<file path="src/text_console_writer_assert.svh">
`ifndef TEXT_CONSOLE_WRITER_ASSERT_SVH
`define TEXT_CONSOLE_WRITER_ASSERT_SVH

// Same-cycle implication, clocked on clk, held off while rst is high
`define TCW_ASSERT_IMPLY(lbl, ante, cons, msg) \
  lbl: assert property (@(posedge clk) disable iff (rst) (ante) |-> (cons)) else $error(msg);

// Next-cycle implication, clocked on clk, held off while rst is high
`define TCW_ASSERT_NEXT(lbl, ante, cons, msg) \
  lbl: assert property (@(posedge clk) disable iff (rst) (ante) |=> (cons)) else $error(msg);

`endif

</file>
<file path="src/tcw_pkg.sv">
`default_nettype none

package tcw_pkg;

  // Fixed field widths
  localparam int FUNC_W  = 2;
  localparam int CODE_W  = 8;
  localparam int ADDR_W  = 11;
  localparam int POS_W   = 11;
  localparam int DATA_W  = 16;
  localparam int ATTR_W  = 8;
  localparam int PADDR_W = 3;
  localparam int PDATA_W = 32;

  // Operation codes
  localparam logic [FUNC_W-1:0] FUNC_PUT   = 2'd0;
  localparam logic [FUNC_W-1:0] FUNC_CLEAR = 2'd1;
  localparam logic [FUNC_W-1:0] FUNC_READ  = 2'd2;

  // Character codes
  localparam logic [CODE_W-1:0] CH_BACKSPACE = 8'h08;
  localparam logic [CODE_W-1:0] CH_TAB       = 8'h09;
  localparam logic [CODE_W-1:0] CH_LF        = 8'h0A;
  localparam logic [CODE_W-1:0] CH_CR        = 8'h0D;
  localparam logic [CODE_W-1:0] CH_SPACE     = 8'h20;

  localparam int TAB_STOP = 8;

  // Register reset values and the blank cell laid down by the power-up sweep
  localparam logic [ATTR_W-1:0] CHAR_ATTR_RESET  = 8'h07;
  localparam logic [ATTR_W-1:0] BLANK_ATTR_RESET = 8'h0F;
  localparam logic [DATA_W-1:0] RESET_BLANK      = {BLANK_ATTR_RESET, CH_SPACE};

  // Register indexes (paddr bit 2)
  localparam logic REG_CHAR_ATTR  = 1'b0;
  localparam logic REG_BLANK_ATTR = 1'b1;

  // Which sweep the datapath runs over the cell store
  typedef enum logic [1:0] {
    SWEEP_NONE,
    SWEEP_INIT,
    SWEEP_BLANK,
    SWEEP_SCROLL
  } sweep_mode_t;

  typedef struct packed {
    logic        accept;
    logic        load_read;
    sweep_mode_t sweep_mode;
  } ctrl_cmd_t;

  typedef struct packed {
    logic need_scroll;
    logic sweep_done;
  } dp_status_t;

endpackage

`default_nettype wire

</file>
<file path="src/tcw_ctrl.sv">
`default_nettype none

`include "text_console_writer_assert.svh"

module tcw_ctrl (
  input  wire logic                       clk,
  input  wire logic                       rst,
  input  wire logic                       item_valid,
  output logic                            item_ready,
  output logic                            result_valid,
  input  wire logic                       result_ready,
  input  wire logic [tcw_pkg::FUNC_W-1:0] func,
  input  wire tcw_pkg::dp_status_t        status,
  output tcw_pkg::ctrl_cmd_t              cmd
);

  import tcw_pkg::*;

  typedef enum logic [2:0] {
    S_INIT,
    S_IDLE,
    S_READ,
    S_CLEAR,
    S_SCROLL
  } state_t;

  state_t state;
  state_t state_next;
  logic   result_valid_next;
  logic   accept;

  // Take a new item when idle and the result slot is free or draining
  assign item_ready = (state == S_IDLE) && (!result_valid || result_ready);
  assign accept     = item_valid && item_ready;

  // Next state and result-valid
  always_comb begin
    state_next        = state;
    result_valid_next = result_valid;
    if (result_ready) result_valid_next = 1'b0;
    case (state)
      S_IDLE: begin
        if (accept) begin
          case (func)
            FUNC_PUT:   state_next = status.need_scroll ? S_SCROLL : S_IDLE;
            FUNC_CLEAR: state_next = S_CLEAR;
            FUNC_READ:  state_next = S_READ;
            default:    state_next = S_IDLE;
          endcase
          if (func != FUNC_READ) result_valid_next = 1'b1;
        end
      end
      S_READ: begin
        state_next        = S_IDLE;
        result_valid_next = 1'b1;
      end
      S_INIT, S_CLEAR, S_SCROLL: begin
        if (status.sweep_done) state_next = S_IDLE;
      end
      default: state_next = S_INIT;
    endcase
  end

  always_ff @(posedge clk) begin
    if (rst) begin
      state        <= S_INIT;
      result_valid <= 1'b0;
    end else begin
      state        <= state_next;
      result_valid <= result_valid_next;
    end
  end

  // Commands to the datapath
  always_comb begin
    cmd.accept    = accept;
    cmd.load_read = (state == S_READ);
    case (state)
      S_INIT:   cmd.sweep_mode = SWEEP_INIT;
      S_CLEAR:  cmd.sweep_mode = SWEEP_BLANK;
      S_SCROLL: cmd.sweep_mode = SWEEP_SCROLL;
      default:  cmd.sweep_mode = SWEEP_NONE;
    endcase
  end

  `TCW_ASSERT_IMPLY(a_result_source, $rose(result_valid), $past(accept) || $past(state == S_READ), "result appeared without a transaction")
  `TCW_ASSERT_IMPLY(a_done_in_sweep, status.sweep_done, state == S_INIT || state == S_CLEAR || state == S_SCROLL, "sweep counter ran outside a sweep")
  `TCW_ASSERT_NEXT(a_read_result, state == S_READ, result_valid, "read data not presented")
  `TCW_ASSERT_NEXT(a_clear_sweeps, accept && func == FUNC_CLEAR, state == S_CLEAR, "clear did not start a sweep")

endmodule

`default_nettype wire

</file>
<file path="config.mk">
export PLATFORM = sky130hd
export DESIGN_NAME = tcw_ctrl
export DESIGN_NICKNAME = d
export VERILOG_FILES = /design/src/tcw_pkg.sv /design/src/tcw_ctrl.sv
export VERILOG_INCLUDE_DIRS = /design/src /design/src/src
export SDC_FILE = /design/constraint.sdc
export NUM_CORES = 1
export LEC_CHECK = 0
export BUFFER_PORTS_ARGS = -buffer_cell sky130_fd_sc_hd__buf_2
export CORE_AREA = 5 5 42 44
export CTS_CLUSTER_DIAMETER = 100
export DETAILED_ROUTE_END_ITERATION = 10
export DIE_AREA = 0 0 47 49
export SLEW_MARGIN = 40
export SYNTH_ARGS = -nofsm -noshare
export SYNTH_HDL_FRONTEND = slang
export SYNTH_SLANG_ARGS = --single-unit
export TNS_END_PERCENT = 50
</file>
<file path="constraint.sdc">
create_clock -name clk -period 1.7 [get_ports clk]
set_clock_uncertainty 0.15 [all_clocks]
set_input_delay 0.255 -clock clk [delete_from_list [all_inputs] [get_ports clk]]
set_output_delay 0.255 -clock clk [all_outputs]
set_load 0.01 [all_outputs]
</file>
==> results of run 1 <==
[how the worst min path moves through the flow]
| stage | slack [ps] | startpoint | cells past startpoint | end |
|---|---|---|---|---|
| 2_1_floorplan | 170 | rst | 1 | result_valid |
| 3_3_place_gp | 330 | rst | 2 | result_valid |
| 3_5_place_dp | 320 | rst | 2 | result_valid |
| 4_1_cts | 70 | rst | 2 | result_valid |
| 5_1_grt | 80 | rst | 2 | result_valid |
| 6_report | 80 | rst | 2 | result_valid |
[state kept, by name (all words and copies together), names as in the netlist]
signal	cells
result_valid	1
state	3
[per-stage QoR]
stage / setup slack, ps / area [µm²]
floorplan: 317 / 345
global placement: 141 / 412
detailed placement: 123 / 412
CTS: 42.3 / 434
global route: -0.894 / 439
finish: 90.9 / 439
[what timing repair did]
item / CTS / global route
resized for setup: 0 / 1
setup endpoints to repair: 0 / 1
hold buffers: 0 / 0
[area by class of cell]
class / instances / area [µm²] / area share (%)
Tap cell: 16 / 20.0 / 4.56
Clock buffer: 3 / 22.5 / 5.13
Multi-Input combinational cell: 31 / 233 / 53.0
Inverter: 3 / 11.3 / 2.56
Timing Repair Buffer: 14 / 72.6 / 16.5
Sequential cell: 4 / 80.1 / 18.2
[layer usage]
layer / up-vias / wire length (µm) / track usage, %
met4: 0 / 36 / 9.68
li1: 177 / - / -
met1: 145 / 344 / 11.0
met3: 4 / 56 / 0
met2: 13 / 345 / 9.73
met5: - / 0 / 0
[worst register-to-register path: stages (launching register included)]
cell and delay [ps]:
dfxtp_1 530, nor2_1 140, and4b_1 200, a32o_1 190
[logic make-up after synthesis]
group | after synthesis | share of synthesized area (%)
buffers and inverters | 6 | 10.9
and+or+nand+nor | 20 | 37.3
DFF | 4 | 23.2
AOI/OAI and AO/OA | 8 | 17.8
adders and majority gates | 3 | 10.9
[placed cells by master (no fill, tap or decap), drive strengths merged, types with 2 or more instances in the layout]
cell type / instances
dfxtp: 4
nand2b: 3
o21ai: 2
buf: 14
clkbuf: 3
nor2: 3
nor3b: 3
nor3: 2
a32o: 2
ha: 3
inv: 3
[where the power goes]
group          leakage [µW]  total (µW)  switching (µW)  internal (µW)
Sequential        0.0000328         110            6.79            103
Clock             0.0000138         115            35.8           78.7
Combinational      0.000165         115            58.6           56.4
==> results.toml, run 1 <==
[yosys]
yosysTopAreaCell = "dfxtp_1"
yosysSeqAreaShare_pct = 23.2
synthFlopType = "dfxtp_1"
yosys-top-cells-area = "dfxtp_1 23%, ha_1 11%, nor3b_1 6.5%"
synth-seq-cells = 4
syn_inst = 41
avgSynthCellArea_um2 = 8.42
synth_area_um2 = 345
yosysTopAreaCellShare_pct = 23.2
async_flop_share_pct = 0
ys_warn_count = 0
syn-num-nets = 52
yosysUniqueCellTypes = 24
synth-edff-count = 0
yosysMostFrequentCell = "dfxtp_1"

[floorplan]
die_w_um = 47
row_count = 14
core_mm2 = 0.00140
initial_core_util_pct = 24.6
die_area_mm2 = 0.00230
fp.dieH_um = 49
io_pins = 14

[power]
power_uw = 339
peakVddDrop_uv = 216
p_leak_uw = 0.000212
powerDensity_mw_per_mm2 = 773

[setup_path]
slowest_delay_ps = 530
path_depth = 3
r2r-end = "state[2]"
endpoint = "cmd[3]"
regToRegStartpoint = "state[1]"
r2r_cells = 3
critPathTopFamily = "flip-flops"
crit_slowest_cell = "dfxtp_1"
path_buf_inv = 1
cp-start-kind = "flop"
worst-setup-path-type = "flop to primary output"
crit_fanout = 12
critPathLaunch = "state[1]"
crit_path_cell_trace = "nor3b_2, and3_1, buf_2"
endpoint_kind = "primary output"
arrival_ps = 1200
crit_required_ps = 1290
rrSetupSlack_ps = 370

[hold_path]
min_path_type = "input port to flop"

[sta]
slew_violations = 0
holdWs_ps = 76.6
max_freq_mhz = 621
min_period_over_period_pct = 94.7
setup_violations = 0
hold_viol_final = 0
slew-limit-headroom_pct = 75.1
post-route-min-period_ps = 1610
max_slew.worst_pin.slew_ps = 373
setup_tns_ps = 0

[cells_and_area]
fill_cells = 161
n_antenna_cell = 0
area_growth_pct = 27.2
nNetsFinal = 68
drive_gt1_share_pct = 34.5
utilization_pct = 31.3
stdcell_count = 71

[cts]
cts-root-buf = "clkbuf_4"
cts_max_level = 1
clk_path_buf_depth = 2
cts_tree = "done"
clock_latency_ps = 230
postCtsSetupBuffers = 0
clk_pin_slew_ps = 40
cts_sinks = 4
numCtsBuffers = 3

[global_route]
grt_pass1_vias = 323
grt_max_degree = 13
grt_pass1_wl_mm = 1.31
grt-ovfl-total = 0
antenna_found_initial = 0
grt_use_total_pct = 8.03

[outcome]
status = "finished clean"

[detailed_routing]
vias = 339
routedWlPerCell_um = 11.0
drt_iter0_markers = 4
wl_um = 783
drc = 0
dr.pass1.iters = 4
ant_nets = 0
avgViaCountPerCell = 4.77

[place]
globalplace.congestion = 0.715
port_buffers = 13
dp_cells = 68

[run]
maxCapViolCount = 0
(Power assumes the default switching activity.)
==> run 2, diff against run 1 <==
RECOVER_POWER = 50   (was default)
==> results.toml, run 2 (synthesized netlist as in run 1, its figures left out) <==
[floorplan]
fp.dieH_um = 49
die_w_um = 47
row_count = 14
initial_core_util_pct = 24.6
core_mm2 = 0.00140
die_area_mm2 = 0.00230
io_pins = 14

[cts]
cts_max_level = 1
cts_hold_buf = 0
numCtsBuffers = 3
clock_latency_ps = 230
cts_tree = "done"
clk_pin_slew_ps = 40
clk_path_buf_depth = 2
cts_sinks = 4
cts-root-buf = "clkbuf_4"

[run]
maxCapViolCount = 0

[cells_and_area]
largestRegisters = "state: 3 flops, result_valid: 1 flops"
seq_area_um2 = 80.1
multi_input_area_um2 = 233
drive_gt1_share_pct = 32.7
n_antenna_cell = 0
postLayoutCellArea_um2 = 438
nNetsFinal = 68
largest_reg_flops = 3
fill_cells = 160
layout_common_cells = "12 x buf_2, 4 x dfxtp_1"
stdcell_count = 71
final_common_cell = "buf_2"
area_growth_pct = 26.8
top_register = "state"

[setup_path]
slowest_delay_ps = 530
crit_slowest_cell = "dfxtp_1"
endpoint_kind = "primary output"
critPathLaunch = "state[1]"
critPathTopFamily = "flip-flops"
path_buf_inv = 1
arrival_ps = 1200
regToRegStartpoint = "state[1]"
worst-setup-path-type = "flop to primary output"
crit_path_cell_trace = "nor3b_2, and3_1, buf_2"
crit_required_ps = 1290
crit_fanout = 12
cp-start-kind = "flop"

[detailed_routing]
ant_nets = 0
drt_iter0_markers = 4
avgViaCountPerCell = 4.77
drc = 0
wl_um = 785
dr.pass1.iters = 4
vias = 339
routedWlPerCell_um = 11.1

[place]
port_buffers = 13
place_ws_ps = 123
dp_cells = 68
globalplace.congestion = 0.715
placed_area_um2 = 412

[sta]
setup_violations = 0
min_period_over_period_pct = 94.7
slew-limit-headroom_pct = 75.1
max_slew.worst_pin.slew_ps = 373
worst_slack_ps = 90.9
max_freq_mhz = 621
slew_violations = 0
hold_viol_final = 0
holdWs_ps = 76.6
post-route-min-period_ps = 1610

[power]
p_leak_uw = 0.000207
powerDensity_mw_per_mm2 = 774
peakVddDrop_uv = 216

[global_route]
grt_pass1_wl_mm = 1.31
grt_pass1_vias = 323
grt-ovfl-total = 0
antenna_found_initial = 0
grt_max_degree = 13
grt_use_total_pct = 8.03

[hold_path]
min_from = "rst"
min_path_type = "input port to flop"

[outcome]
status = "finished clean"
-- run 2: cell count changes in the layout (fill, tap and decap cells not counted) --
cell | before | now
buf_2 | 13 | 12
clkbuf_1 | 0 | 1
-- run 2: worst paths after layout --
check | endpoint | slack (ps) | cells after the start
min | result_valid | 80 | 2
min reg2reg | result_valid | 430 | 2
max reg2reg | state[2] | 370 | 3
max | cmd[3] | 90 | 3
-- run 2: metrics by stage --
step | total power (µW) | utilization, % | TNS [ps]
after CTS | 345 | 31.0 | 0
after detailed placement | 225 | 29.4 | 0
after global routing | 370 | 31.3 | -0.894
after floorplan | 191 | - | 0
after global placement | 224 | 29.4 | 0
final | 339 | 31.3 | 0
-- run 2: what timing repair did --
item | 4_1_cts | 5_1_grt
resized for setup | 0 | 1
setup buffers | 0 | 0
setup endpoints to repair | 0 | 1
-- run 2: power by group --
part	total, µW	internal, µW	leakage [µW]	switching [µW]
Combinational	114	55.8	0.000161	58.7
Clock	115	78.7	0.0000138	35.8
Sequential	110	103	0.0000328	6.88
Total	339	238	0.000207	101
-- run 2: routing by layer --
metal / vias up / global-route usage (%) / part of all wire, %
li1: 177 / - / -
met1: 145 / 11.0 / 44
met2: 13 / 9.73 / 44
met3: 4 / 0 / 7.3
met4: 0 / 9.68 / 4.6
met5: - / 0 / 0
-- run 2: worst register-to-register path, cell delays in order (launching register included) --
cell     delay (ps)
dfxtp_1         530
nor2_1          140
and4b_1         200
a32o_1          190
-- run 2: layout make-up --
| class | count | area share (%) |
|---|---|---|
| multi-input combinational | 31 | 53.1 |
| sequential | 4 | 18.3 |
| timing repair buffer | 14 | 16.3 |
| clock buffer | 3 | 5.14 |
| tap | 16 | 4.57 |
| inverter | 3 | 2.57 |
==> run 3, diff against run 2 <==
ABC_AREA = 1   (was default)
clock period = 1.4 ns   (was 1.7 ns; I/O delays follow)
==> results.toml, run 3 <==
[setup_path]
path_buf_inv = 2
slowest_delay_ps = 360
crit_required_ps = 1040
crit_fanout = 5
endpoint_kind = "primary output"
worst-setup-path-type = "flop to primary output"
critPathTopFamily = "flip-flops"
crit_slowest_cell = "dfxtp_4"
arrival_ps = 1030
cp-start-kind = "flop"
crit_path_cell_trace = "inv_4, nand3_4, nor3_4, buf_2"

[power]
switching_share_pct = 41.7
combPwrFrac_pct = 52.8
p_leak_uw = 0.000283
p_int_uw = 400
peakVddDrop_uv = 477
pwr-share-seq_pct = 26.3
power.switching_uw = 286
powerDensity_mw_per_mm2 = 1280
p_clk_share_pct = 20.9

[floorplan]
core_mm2 = 0.00140
initial_core_util_pct = 25.1
die_area_mm2 = 0.00230
row_count = 14
die_w_um = 47
fp.dieH_um = 49
io_pins = 14

[cells_and_area]
n_antenna_cell = 0
top_register = "state"
multi_input_area_um2 = 255
largestRegisters = "state: 3 flops, result_valid: 1 flops"
drive_gt1_share_pct = 39.2
area_growth_pct = 52.7
fill_cells = 151
layout_common_cells = "12 x nand2_1, 12 x buf_2, 9 x inv_1, 8 x nor2_1, 7 x a21oi_1"
stdcell_count = 95
nNetsFinal = 92
largest_reg_flops = 3
seq_area_um2 = 88.8

[global_route]
antenna_found_initial = 0
grt-ovfl-total = 0
grt_pass1_wl_mm = 1.44
grt_pass1_vias = 368
grt_max_degree = 6
grt_use_total_pct = 8.44

[detailed_routing]
avgViaCountPerCell = 4.35
wl_um = 876
vias = 413
drc = 0
dr.pass1.iters = 3
routedWlPerCell_um = 9.22
ant_nets = 0
drt_iter0_markers = 10

[cts]
cts_max_level = 1
numCtsBuffers = 3
clk_pin_slew_ps = 40
clock_latency_ps = 240
clk_path_buf_depth = 2
cts_sinks = 4
cts_tree = "done"
cts-root-buf = "clkbuf_4"

[yosys]
avgSynthCellArea_um2 = 5.96
synth_area_um2 = 352
yosysTopAreaCellShare_pct = 22.8
synth-edff-count = 0
syn-num-nets = 70
yosys-top-cells-area = "dfxtp_1 23%, nand2_1 14%, ha_1 11%"
yosysSeqAreaShare_pct = 22.8
synth.cells.most_frequent = "13 x nand2_1, 10 x inv_1, 9 x nor2_1"
ys_warn_count = 0
yosysMostFrequentCell = "nand2_1"
synthFlopType = "dfxtp_1"
yosysUniqueCellTypes = 14
syn_inst = 59
synth-seq-cells = 4
yosysTopAreaCell = "dfxtp_1"
async_flop_share_pct = 0

[sta]
max_slew.worst_pin.slew_ps = 230
holdWs_ps = 154
grt_setup_unrepaired = "yes"
post-route-min-period_ps = 1390
slew_violations = 0
min_period_over_period_pct = 99.6
max_freq_mhz = 717
hold_viol_final = 0
slew-limit-headroom_pct = 84.7
setup_violations = 0

[place]
hpwl_um = 700
port_buffers = 13
globalplace.congestion = 0.792
dp_cells = 89

[outcome]
status = "finished clean"

[hold_path]
min_path_type = "input port to flop"

[run]
maxCapViolCount = 0
run 3: cell count changes after synthesis, sizes merged, moves of 3 or more:
| cell | change |
|---|---|
| nand2 | +13 |
| nand2b | -3 |
| nand3 | +3 |
| inv | +8 |
| nor2 | +6 |
| a21oi | +6 |
| nor3b | -3 |
run 3: worst paths after layout:
| check | from | end | slack [ps] | cells past startpoint |
|---|---|---|---|---|
| worst max-delay path | state[2] | cmd[3] | 6 | 4 |
| worst min-delay path | result_ready | result_valid | 150 | 4 |
| worst max register to register | state[1] | state[2] | 150 | 6 |
| worst min register to register | state[2] | state[2] | 400 | 2 |
run 3: area by class of cell:
| type | count | area share [%] |
|---|---|---|
| Tap cell | 16 | 3.73 |
| Multi-Input combinational cell | 43 | 47.6 |
| Sequential cell | 4 | 16.6 |
| Clock buffer | 3 | 4.20 |
| Inverter | 11 | 8.62 |
| Timing Repair Buffer | 18 | 19.3 |
run 3: cell families (layout without fill, tap and decap cells):
kind of cell / after synthesis / count (layout) / share of synthesized area (%)
simple gates: 29 / 29 / 35.9
buf+inv: 12 / 32 / 13.9
compound gates: 11 / 11 / 16.7
fa+ha+maj: 3 / 3 / 10.7
flops: 4 / 4 / 22.8
run 3: per-layer routing:
metal / vias to the layer above / global-route usage, % / wire length [µm]
li1: 226 / - / -
met1: 172 / 10.7 / 387
met2: 13 / 11.3 / 397
met3: 2 / 2.21 / 76
met4: 0 / 6.91 / 14
met5: - / 0 / 0
run 3: worst min-delay path, cell delays in order:
cell and delay (ps):
buf_2 110, o21ai_0 70, inv_1 50, a21oi_1 50
run 3: power by group through the flow:
| stage | clock [µW] | combinational [µW] | sequential [µW] |
|---|---|---|---|
| 6_report | 144 | 363 | 180 |
| 2_1_floorplan | 0 | 198 | 170 |
| 3_5_place_dp | 0 | 307 | 164 |
| 5_1_grt | 158 | 402 | 184 |
| 3_3_place_gp | 0 | 306 | 163 |
| 4_1_cts | 148 | 359 | 172 |
run 3: through the flow:
stage	instance area (µm²)	setup TNS, ps	utilization, %	power (µW)	setup slack (ps)
global route	537	-83.1	38.3	745	-58.1
detailed placement	444	0	31.7	470	33.4
CTS	524	-83.3	37.4	680	-61.4
global placement	444	0	31.7	469	55.6
floorplan	352	0	-	368	217
finish	537	0	38.3	686	6.00
run 3: timing repair:
item / 4_1_cts / 5_1_grt
setup buffers: 2 / 0
hold buffers: 1 / 0
hold endpoints to repair: 1 / 0
pin swaps: 1 / 3
gates cloned: 0 / 0
endpoints found under the setup margin: 3 / 5
resized for setup: 11 / 5
